### src/sv/sau_pkg.sv
// Package: stack arithmetic unit types, codes and constants.
package sau_pkg;

	localparam int STACK_DEPTH_DEF = 1024;
	localparam int WORD_WIDTH_DEF  = 32;
	localparam int QUEUE_DEPTH     = 2;

	typedef enum logic [2:0] {
		OP_PUSH = 3'd0,
		OP_POP  = 3'd1,
		OP_PEEKT = 3'd2,
		OP_PEEKB = 3'd3,
		OP_ADD  = 3'd4,
		OP_SUB  = 3'd5,
		OP_MUL  = 3'd6,
		OP_DIV  = 3'd7
	} op_t;

	typedef enum logic [2:0] {
		ST_OK      = 3'd0,
		ST_FULL    = 3'd1,
		ST_EMPTY   = 3'd2,
		ST_RANGE   = 3'd3,
		ST_FEW     = 3'd4,
		ST_DIVZERO = 3'd5
	} status_t;

	typedef struct packed {
		logic [2:0]         op;
		logic signed [31:0] push_value;
		logic [9:0]         position;
	} in_item_t;

	typedef struct packed {
		logic signed [31:0] result_value;
		logic [2:0]         status;
		logic [10:0]        stack_depth;
	} out_item_t;

	// Back-end states
	typedef enum logic [2:0] {
		BS_IDLE,
		BS_RD1,
		BS_RD2,
		BS_EXEC,
		BS_DIV,
		BS_FIX,
		BS_WR,
		BS_OUT
	} bstate_t;

endpackage

### src/sv/sau_front.sv
// Front end: accept instructions and queue them for the back end.
module sau_front (
	input  logic             clk,
	input  logic             arst_n,
	input  logic             in_valid,
	output logic             in_ready,
	input  sau_pkg::in_item_t in_item,
	output logic             q_valid,
	input  logic             q_ready,
	output sau_pkg::in_item_t q_item
);
	localparam int QD = sau_pkg::QUEUE_DEPTH;
	localparam int QW = $clog2(QD);

	sau_pkg::in_item_t mem_q [QD];
	logic [QW-1:0] wp_q, rp_q;
	logic [QW:0]   cnt_q;
	logic          push, pop;

	assign in_ready = (cnt_q != QW'(0) + (QW+1)'(QD)) ? 1'b1 : 1'b0;
	assign q_valid  = (cnt_q != '0);
	assign q_item   = mem_q[rp_q];
	assign push     = in_valid && in_ready;
	assign pop      = q_valid && q_ready;

	// Hold queued transactions
	always_ff @(posedge clk) begin
		if (push) begin
			mem_q[wp_q] <= in_item;
		end
	end

	// Advance pointers
	always_ff @(posedge clk or negedge arst_n) begin
		if (!arst_n) begin
			wp_q  <= '0;
			rp_q  <= '0;
			cnt_q <= '0;
		end else begin
			if (push) begin
				wp_q <= (wp_q == QW'(QD - 1)) ? '0 : wp_q + 1'b1;
			end
			if (pop) begin
				rp_q <= (rp_q == QW'(QD - 1)) ? '0 : rp_q + 1'b1;
			end
			cnt_q <= cnt_q + (QW+1)'(push) - (QW+1)'(pop);
		end
	end
endmodule

### config.mk
export PLATFORM = sky130hd
export DESIGN_NAME = sau_front
export DESIGN_NICKNAME = d
export VERILOG_FILES = /design/src/sv/sau_pkg.sv /design/src/sv/sau_front.sv
export SDC_FILE = /design/constraint.sdc
export NUM_CORES = 1
export LEC_CHECK = 0
export BUFFER_PORTS_ARGS = -buffer_cell sky130_fd_sc_hd__clkbuf_2
export CAP_MARGIN = 20
export CORE_MARGIN = 1.5
export CORE_UTILIZATION = 30
export CTS_CLUSTER_SIZE = 40
export DETAILED_ROUTE_END_ITERATION = 7
export GPL_ROUTABILITY_DRIVEN = 0
export RECOVER_POWER = 50
export SLEW_MARGIN = 15
export SYNTH_ARGS = -nofsm -noshare
export SYNTH_HDL_FRONTEND = slang
export SYNTH_SLANG_ARGS = --single-unit
### constraint.sdc
create_clock -name clk -period 7.1 [get_ports clk]
set_input_delay 0.71 -clock clk [delete_from_list [all_inputs] [get_ports clk]]
set_output_delay 0.71 -clock clk [all_outputs]
set_load 0.01 [all_outputs]
======== Word-level counts from Yosys, hierarchy flattened ========
Memories as Yosys holds them, arrays and structs flattened.
Index checks and enable logic that the tools add are counted.
storage, ports and cells
  bits in registers ....................... 4
  bits in writable memories ............... 90
  input port bits ......................... 49
  output and inout bits ................... 47
  word-level logic and storage cells ...... 17
  memories kept ........................... 1
operators by class
  $add $sub $neg .......................... 4
  eq/ne operators ......................... 1
  muxes and demuxes ....................... 5
  reductions and logical operators ........ 3
memory list
  name   words  width  rd ports  clocked after memory_dff  write ports  RTL line         RTL
  mem_q  2      45     1         0                         1            sau_front.sv:15  sau_pkg::in_item_t mem_q [QD];
operator list
  operator             number
  $mux 1               5
  $add 1x1->1 const B  2
  $add 2x1->2          1
  $logic_and 1x1->1    2
  $ne 2x2->1 const B   1
  $reduce_bool 2->1    1
  $sub 2x1->2          1

======== Logic depth before layout (Yosys ltp) ========
Gate-level depths: netlist (run 1).
  word-level depth ........................ 5
  depth in mapped cells ................... 5
  mapped depth without buffers ............ 5

======== Worst setup path before layout (run 1) ========
Ideal clock, no wire load.
  kind .................................... in2reg
  from .................................... in in_valid
  to ...................................... mem mem_q[0][0] (netlist name) (enable)
  setup time .............................. 447 ps
  arrival time ............................ 2677 ps
  required time ........................... 6653 ps
  slack ................................... 3976 ps
  cell stages on the path ................. 2
  path buffers ............................ 0
  path through ............................ nand2_1 nor2_1
between the ends
  word-level cells in the longest chain between the ends .. 3
ends and longest elaborated chain
  what                          RTL line         RTL
  from (decl)                   sau_front.sv:5   input logic in_valid,
  $logic_and 1x1->1             sau_front.sv:23  assign push = in_valid && in_ready;
  $mux 1                        sau_front.sv:28  if (push) begin
  $mux 1 (not written as such)  sau_front.sv:29  mem_q[wp_q] <= in_item;
  to (decl)                     sau_front.sv:15
Every way passes these cells.

==> results of run 1 <==
-- routing by layer --
layer  up-vias  share of wire [%]  wire length, um  GRT usage [%]
li1        841                  -                -              -
met1       881                 40             2450          12.79
met3        11                5.6              339          2.788
met2        53                 52             3131          16.83
met4         0                2.4              143          5.641
met5         -                  0                0              0
-- power by group through the flow --
stage	Clock, uW	Sequential [uW]	Combinational [uW]
after global routing	542	869	523
after CTS	527	851	487
after detailed placement	0	864	485
final	508	847	475
after global placement	0	860	472
after floorplan	0	800	358
-- cells in the final DEF, fill, tap and decap left out, drive strengths merged, types with 2 or more instances in the layout --
master	n
bufinv	2
mux2	45
nand2	2
nor2	3
clkbuf	108
dfrtp	4
buf	2
xnor2	3
edfxtp	90
-- final timing paths --
kind	start	to	slack (ns)	cells after the start
setup / recovery	rp_q	q_item[8]	3.69	2
hold / removal	arst_n	cnt_q[0]	0.20	1
setup reg to reg	rp_q	rp_q	4.97	1
hold reg to reg	wp_q	wp_q	0.55	1
max in group asynchronous	arst_n	wp_q	6.72	1
min in group clk	wp_q	wp_q	0.55	1
-- cells by family (layout without fill, tap and decap cells) --
group                    after synthesis  after routing
flip-flops                            94             94
multiplexers                          45             45
AND/OR/NAND/NOR                       10             10
buffers and inverters                  5            113
AO/OA/AOI/OAI                          4              4
XOR/XNOR                               3              3
adder cells (fa/ha/maj)                1              1
-- state kept, by name, summed over array words and instances, names as in the netlist --
signal and flops:
wp_q 1, cnt_q 2, mem_q 90, rp_q 1
-- metrics by stage --
stage                     cell area (um2)  power (uW)
after floorplan                      3481        1158
after global placement               4100        1332
after detailed placement             4120        1349
after CTS                            4438        1865
after global routing                 4390        1934
final                                4390        1830
-- final cells by class --
cell class	count	area, um2	area share [%]
well taps	143	178.9	4.075
multi-input cells	63	633.1	14.42
clock inverters	3	67.56	1.539
flip-flops and latches	94	2803	63.84
repair buffers	97	457.9	10.43
clock buffers	13	250.2	5.700
==> impl_metrics.yaml, run 1 <==
outcome:
  status: "finished with violations"
  violations: "max-capacitance violations, max-slew violations"
die:
  num_io_pins: 96
  die_y_um: 110.7
  initial_utilization_pct: 30.62
  core_um2: 11370
  dieArea_um2: 12260
  core.rowCount: 39
  die_x_um: 110.7
clock_network:
  cts.sinks: 94
  cts_buffer_depth: 2
  clock_latency_ns: 0.33
  clk_pin_slew_ns: 0.06
  ctsResizeCount: 0
  postCtsSetupBuffers: 0
  cts_tree: "yes"
  numCtsBuffers: 9
  clk_root_buffer_cell: "clkbuf_16"
  ctsHoldBuffers: 0
  cts_max_level: 3
worst_setup_path:
  end_kind: "output port"
  critical-path-max-stage-delay_ns: 1.75
  cp_top_family: "flip-flops"
  cp_cell_sequence: "mux2_2 > clkbuf_2"
  crit_fanout: 46
  required_ns: 6.39
  worst-setup-path-type: "flop to output port"
  crit_buf_inv: 1
  crit_path_start_kind: "flop"
  critPathArrivalTime_ns: 2.70
  crit_slowest_cell: "dfrtp_1"
power_and_ir_drop:
  switching_share_pct: 27.80
  leakage_uw: 0.001564
  comb_power_share_pct: 25.9
  power_per_cell_area_nw_per_um2: 416.7
  clkPwrFrac_pct: 27.8
  seqPwrFrac_pct: 46.3
  vdd_drop_max_uv: 159.6
  p_int_uw: 1321
  p_switching_uw: 508.7
timing:
  setup_violations: 0
  finalCritPeriodShare_pct: 48.06
  rsz0062_at_grt: "no"
  slew_headroom_pct: -38.96
  slew_violations: 47
  finalClockSkew_ns: 0.004671
  post-route-min-period_ns: 3.413
  tns_ns: 0
  worst_slew_pin_slew_ns: 2.084
  report.final.hold_viol_count: 0
  worst_slack_ns: 3.687
  hold_ws_ns: 0.1977
  maxClockFrequency_mhz: 293.0
logic_synthesis:
  synth-xor-area-share_pct: 0.7549
  synth.yosys.seq_area_share_pct: 80.52
  ys.flop_type: "edfxtp_1"
  yosys-top-cells-count: "edfxtp_1 (90), mux2_2 (45), buf_6 (4), dfrtp_1 (4)"
  synth.most_common_cell: "edfxtp_1"
  synth.avg_cell_area_um2: 21.49
  synth_compound_area_share_pct: 0.8986
  synth_top_family_by_area: "multiplexers"
  ys_ff_latch: 94
  synth.top_cells.by_area: "edfxtp_1 (78%), mux2_2 (15%), dfrtp_1 (2.9%), buf_6 (1.3%), xnor2_1 (0.75%)"
  synth_edf_count: 90
  synthesis.nets: 212
  synth.top_cell.area_share_pct: 77.64
  async_reset_ff_share_pct: 4.255
  synth_cell_types: 18
  yosys.area_share.simple_pct: 1.402
  yosysTopAreaCell: "edfxtp_1"
  yosysWarnings: 0
  synthAdderAreaFrac_pct: 0.3595
  syn-cell-area_um2: 3481
  synthMuxAreaShare_pct: 14.56
  syn_inst: 162
drt:
  via_count: 1786
  drt_wl_total_um: 6065
  drtAntennaViolNets: 0
  viasPerCell: 4.324
  drtIter0Drc: 57
  dr.pass1.iters: 4
  drc: 0
  wl_per_cell_um: 14.69
placement:
  io_buffers: 95
  preCtsSetupSlack_ns: 4.645
  place_inst: 397
  hpwl_um: 3839
cells_and_area:
  nFillCells: 1076
  post_layout_nonfiller_instances: 413
  antenna_cells: 0
  post-route-util_pct: 38.62
  nets: 315
  drive_gt1_share_pct: 44.81
  area_growth_pct: 26.13
global_routing:
  grtUsageTotal_pct: 10.43
  grt_pass1_vias: 1938
  grt_max_degree: 47
  gr-total-overflow: 0
  grt_pass1_wl_um: 9811
  antenna_found_initial: 0
job:
  drv_cap: 1
worst_hold_path:
  hold_path_class: "primary input to async pin"
Power figures use the tool's default switching activity.
==> run 2, diff against run 1 <==
clock period = 3 ns   (was 7.1 ns; I/O delays follow)
==> impl_metrics.yaml, run 2 (synthesis gave the netlist of run 1 again) <==
worst_hold_path:
  hold_path.startpoint: "in_item[13]"
  hold_path_class: "primary input to flop"
  holdPathStages: 1
  worstHoldEndpoint: "mem_q[1][13]"
timing:
  hold_ws_ns: 0.1533
  finalClockSkew_ns: 0.006192
  slew_headroom_pct: 27.97
  post-route-min-period_ns: 2.214
  finalCritPeriodShare_pct: 73.78
  setup_violations: 0
  worst_slew_pin_slew_ns: 1.080
  slew_violations: 0
  report.final.hold_viol_count: 0
  maxClockFrequency_mhz: 451.8
  rsz0062_at_grt: "no"
  tns_ns: 0
worst_setup_path:
  rr_startpoint: "cnt_q[0]"
  reg2reg_to: "mem_q[1][41]"
  rrSetupSlack_ns: 0.89
  crit_fanout: 23
  reg2regPathDepth: 3
  critPathArrivalTime_ns: 1.91
  cp-startpoint: "rp_q"
  worst-setup-path-type: "flop to output port"
  crit_path_start_kind: "flop"
  required_ns: 2.70
  end_kind: "output port"
clock_network:
  cts_tree: "yes"
  postCtsSetupBuffers: 0
  numCtsBuffers: 9
  cts_max_level: 3
  ctsHoldBuffers: 1
  clock_latency_ns: 0.33
  clk_pin_slew_ns: 0.06
  clk_root_buffer_cell: "clkbuf_16"
  ctsResizeCount: 0
  cts_buffer_depth: 2
  cts.sinks: 94
drt:
  drtIter0Drc: 84
  drc: 0
  viasPerCell: 4.356
  drt_wl_total_um: 6031
  wl_per_cell_um: 14.50
  dr.pass1.iters: 4
  via_count: 1812
  drtAntennaViolNets: 0
die:
  num_io_pins: 96
  die_y_um: 110.7
  dieArea_um2: 12260
  core.rowCount: 39
  die_x_um: 110.7
  core_um2: 11370
  initial_utilization_pct: 30.62
global_routing:
  grt_pass1_vias: 1954
  gr-total-overflow: 0
  grt_max_degree: 46
  antenna_found_initial: 0
  grtUsageTotal_pct: 10.57
  grt_pass1_wl_um: 9742
placement:
  io_buffers: 95
  placed_area_um2: 4135
  hpwl_um: 3952
  place_inst: 399
power_and_ir_drop:
  comb_power_share_pct: 27.5
  p_int_uw: 3117
  p_switching_uw: 1188
  leakage_uw: 0.001587
  switching_share_pct: 27.59
  seqPwrFrac_pct: 45.0
  power_per_cell_area_nw_per_um2: 974.6
  vdd_drop_max_uv: 381.0
  clkPwrFrac_pct: 27.5
cells_and_area:
  nets: 318
  largest_reg_flops: 90
  final_cell_area_um2: 4417
  reg_top3: "mem_q x90, cnt_q x2"
  mostFrequentLayoutCell: "edfxtp_1"
  antenna_cells: 0
  final_cell_mix: "edfxtp_1 (90), clkbuf_2 (60), mux2_2 (45)"
  post-route-util_pct: 38.85
  area_growth_pct: 26.89
  post_layout_nonfiller_instances: 416
  drive_gt1_share_pct: 46.15
  regMostFlops: "mem_q"
outcome:
  status: "finished clean"
job:
  drv_cap: 0
run 2: changes by cell type in the layout (fill, tap and decap cells not counted), sizes merged:
cell         before  now
clkinv            0    2
clkbuf          108  106
dlygate4sd3       0    1
clkinvlp          1    0
buf               2    5
run 2: worst max-delay path by stage:
stage          depth (start not counted)          end
2_1_floorplan                          3  mem_q[0][0]
3_3_place_gp                           3    q_item[3]
3_5_place_dp                           3    q_item[7]
4_1_cts                                3    q_item[7]
5_1_grt                                3    q_item[7]
6_report                               3    q_item[7]
run 2: routing by layer:
| metal | up-vias | global-route usage (%) | wire length (um) | share of wire, % |
|---|---|---|---|---|
| met2 | 59 | 16.42 | 2942 | 49 |
| met4 | 0 | 6.667 | 142 | 2.4 |
| met1 | 889 | 12.19 | 2469 | 41 |
| li1 | 853 | - | - | - |
| met3 | 11 | 4.210 | 476 | 7.9 |
| met5 | - | 0 | 0 | 0 |
run 2: layout make-up:
type,count,area [um2]
clock buffer,12,246.5
clock inverter,4,70.07
fill,1067,6953
multi-input combinational,63,633.1
sequential,94,2804
tap,143,178.9
timing repair buffer,100,484.2
run 2: power by group through the flow:
stage               logic [uW]  registers [uW]  clock network, uW
finish                    1180            1940               1180
global route              1300            1980               1270
CTS                       1230            1950               1230
detailed placement        1230            1980                  0
global placement          1220            1960                  0
floorplan                  849            1890                  0
run 2: worst max-delay path: stages (launching register included):
cell and delay, ns:
dfrtp_2 0.70, buf_4 0.37, mux2_2 0.38, clkbuf_2 0.13
run 2: through the flow:
step | power (uW) | setup WS (ns)
global route | 4552 | 0.6358
finish | 4305 | 0.7865
floorplan | 2737 | 0.6974
detailed placement | 3200 | 1.062
global placement | 3183 | 1.068
CTS | 4413 | 0.6919
==> run 3, diff against run 2 <==
ABC_AREA = 1   (was default)
clock period = 2.2 ns   (was 3 ns; I/O delays follow)
==> impl_metrics.yaml, run 3 <==
drt:
  wl_per_cell_um: 12.95
  drc: 0
  drtIter0Drc: 54
  viasPerCell: 4.170
  dr.pass1.iters: 4
  drt_wl_total_um: 6695
  drtAntennaViolNets: 0
  via_count: 2156
die:
  die_x_um: 111.3
  num_io_pins: 96
  core.rowCount: 39
  dieArea_um2: 12380
  initial_utilization_pct: 30.79
  core_um2: 11420
  die_y_um: 111.3
global_routing:
  grt_max_degree: 47
  antenna_found_initial: 0
  grt_pass1_vias: 2145
  gr-total-overflow: 0
  grt_pass1_wl_um: 10400
  grtUsageTotal_pct: 11.06
timing:
  setup_violations: 0
  slew_headroom_pct: 63.04
  worst_slack_ns: 0.4293
  report.final.hold_viol_count: 0
  finalClockSkew_ns: 0.005476
  tns_ns: 0
  worst_slew_pin_slew_ns: 0.5543
  slew_violations: 0
  post-route-min-period_ns: 1.771
  finalCritPeriodShare_pct: 80.49
  rsz0062_at_grt: "no"
  maxClockFrequency_mhz: 564.8
worst_setup_path:
  crit_top_cell: "nand2_1"
  end_kind: "output port"
  critical-path-max-stage-delay_ns: 0.47
  rr_startpoint: "cnt_q[1]"
  crit_fanout: 45
  cp_cell_sequence: "buf_4 > nand2_1 > nand2_1 > clkbuf_2"
  critPathArrivalTime_ns: 1.55
  reg2reg_to: "mem_q[1][14]"
  crit_buf_inv: 2
  required_ns: 1.98
  critical_path_depth: 4
  cp_top_family: "buffers and inverters"
  crit_slowest_cell: "buf_4"
  reg2regPathDepth: 4
  worst-setup-path-type: "flop to output port"
  crit_path_start_kind: "flop"
  rrSetupSlack_ns: 0.49
placement:
  io_buffers: 95
  preCtsSetupSlack_ns: 0.7214
  placed_area_um2: 4149
  place_inst: 500
  hpwl_um: 4244
outcome:
  status: "finished clean"
clock_network:
  cts.sinks: 94
  postCtsSetupBuffers: 0
  cts_max_level: 3
  ctsResizeCount: 0
  numCtsBuffers: 9
  cts_tree: "yes"
  clock_latency_ns: 0.33
  cts_buffer_depth: 2
  clk_root_buffer_cell: "clkbuf_16"
  clk_pin_slew_ns: 0.06
  ctsHoldBuffers: 1
power_and_ir_drop:
  power_per_cell_area_nw_per_um2: 1365
  leakage_uw: 0.001832
  vdd_drop_max_uv: 689.4
logic_synthesis:
  synth.yosys.seq_area_share_pct: 79.72
  ys.flop_type: "edfxtp_1"
  synthesis.nets: 316
  synth_edf_count: 90
  synth.most_common_cell: "nand2_1"
  yosysWarnings: 0
  async_reset_ff_share_pct: 4.255
  synth.avg_cell_area_um2: 13.22
  yosys-top-cells-count: "nand2_1 (142), edfxtp_1 (90), inv_1 (7)"
  syn-cell-area_um2: 3516
  syn_inst: 266
  synth.top_cells.by_area: "edfxtp_1 (77%), nand2_1 (15%), dfrtp_1 (2.8%), buf_6 (1.3%), inv_1 (0.75%)"
  ys_ff_latch: 94
  synth_cell_types: 16
  synth.top_cell.area_share_pct: 76.87
  yosysTopAreaCell: "edfxtp_1"
cells_and_area:
  largest_reg_flops: 90
  final_cell_mix: "nand2_1 (144), edfxtp_1 (90), clkbuf_2 (59)"
  mostFrequentLayoutCell: "nand2_1"
  final_cell_area_um2: 4415
  nets: 419
  nFillCells: 1140
  area_growth_pct: 25.59
  drive_gt1_share_pct: 21.66
  reg_top3: "mem_q x90, cnt_q x2"
  post_layout_nonfiller_instances: 517
  antenna_cells: 0
  regMostFlops: "mem_q"
worst_hold_path:
  worstHoldEndpoint: "mem_q[0][7]"
  hold_path.startpoint: "in_item[7]"
  holdPathStages: 1
  hold_path_class: "primary input to flop"
job:
  drv_cap: 0
-- run 3: changes by cell type in the layout (fill, tap and decap cells not counted), moves of 2 or more --
cell / previous run / this run
clkinvlp_4: 0 / 2
inv_1: 0 / 7
mux2_2: 45 / 0
nand2_1: 2 / 144
xnor2_1: 3 / 0
-- run 3: power by group --
group | internal, uW | switching (uW)
clock | 987 | 614
sequential | 2450 | 114
combinational | 596 | 1270
total | 4030 | 2000
-- run 3: layout make-up --
type                       instances  area, um2  area share (%)
sequential                        94       2804           63.50
multi-input combinational        155      615.6           13.94
timing repair buffer             101      470.5           10.65
clock buffer                       9      225.2           5.101
tap                              143      178.9           4.052
clock inverter                     7      88.84           2.012
inverter                           8      32.53          0.7368
-- run 3: kinds of logic (layout without fill, tap and decap cells) --
logic type                 Yosys count  count (layout)  share of synthesized area [%]
buffers and inverters               17             125                          2.990
xor gates and xnor gates             1               1                         0.2492
AOI/OAI and AO/OA                    2               2                         0.2844
DFF                                 94              94                          79.72
and+or+nand+nor                    151             151                          16.41
adders and majority gates            1               1                         0.3558
-- run 3: how the worst max path moves through the flow --
| stage | from | to | slack (ns) |
|---|---|---|---|
| finish | rp_q | q_item[39] | 0.43 |
| detailed placement | cnt_q[1] | mem_q[0][6] | 0.72 |
| global placement | cnt_q[0] | mem_q[0][8] | 0.74 |
| floorplan | cnt_q[1] | mem_q[1][0] | 0.45 |
| CTS | rp_q | q_item[39] | 0.40 |
| global route | rp_q | q_item[39] | 0.31 |
-- run 3: routing by layer --
layer / up-vias / GRT usage (%) / share of wire (%)
met5: - / 0 / 0
li1: 1092 / - / -
met1: 998 / 13.67 / 45
met2: 58 / 17.30 / 47
met3: 8 / 4.155 / 6.9
met4: 0 / 4.895 / 1.3
-- run 3: per-stage QoR --
| step | util, % | hold WS, ns | power (uW) |
|---|---|---|---|
| after floorplan | - | -0.07559 | 3803 |
| after global placement | 36.34 | 0.03312 | 4544 |
| after detailed placement | 36.34 | 0.03930 | 4554 |
| after CTS | 39.17 | 0.06375 | 6164 |
| after global routing | 38.67 | 0.06047 | 6421 |
| final | 38.67 | 0.07708 | 6027 |
-- run 3: worst register-to-register path, stage by stage, from the launching register on --
cell	delay (ns)
dfrtp_1	0.42
nand2_1	0.14
nand2_1	0.18
nor2_4	0.12
clkbuf_2	0.46
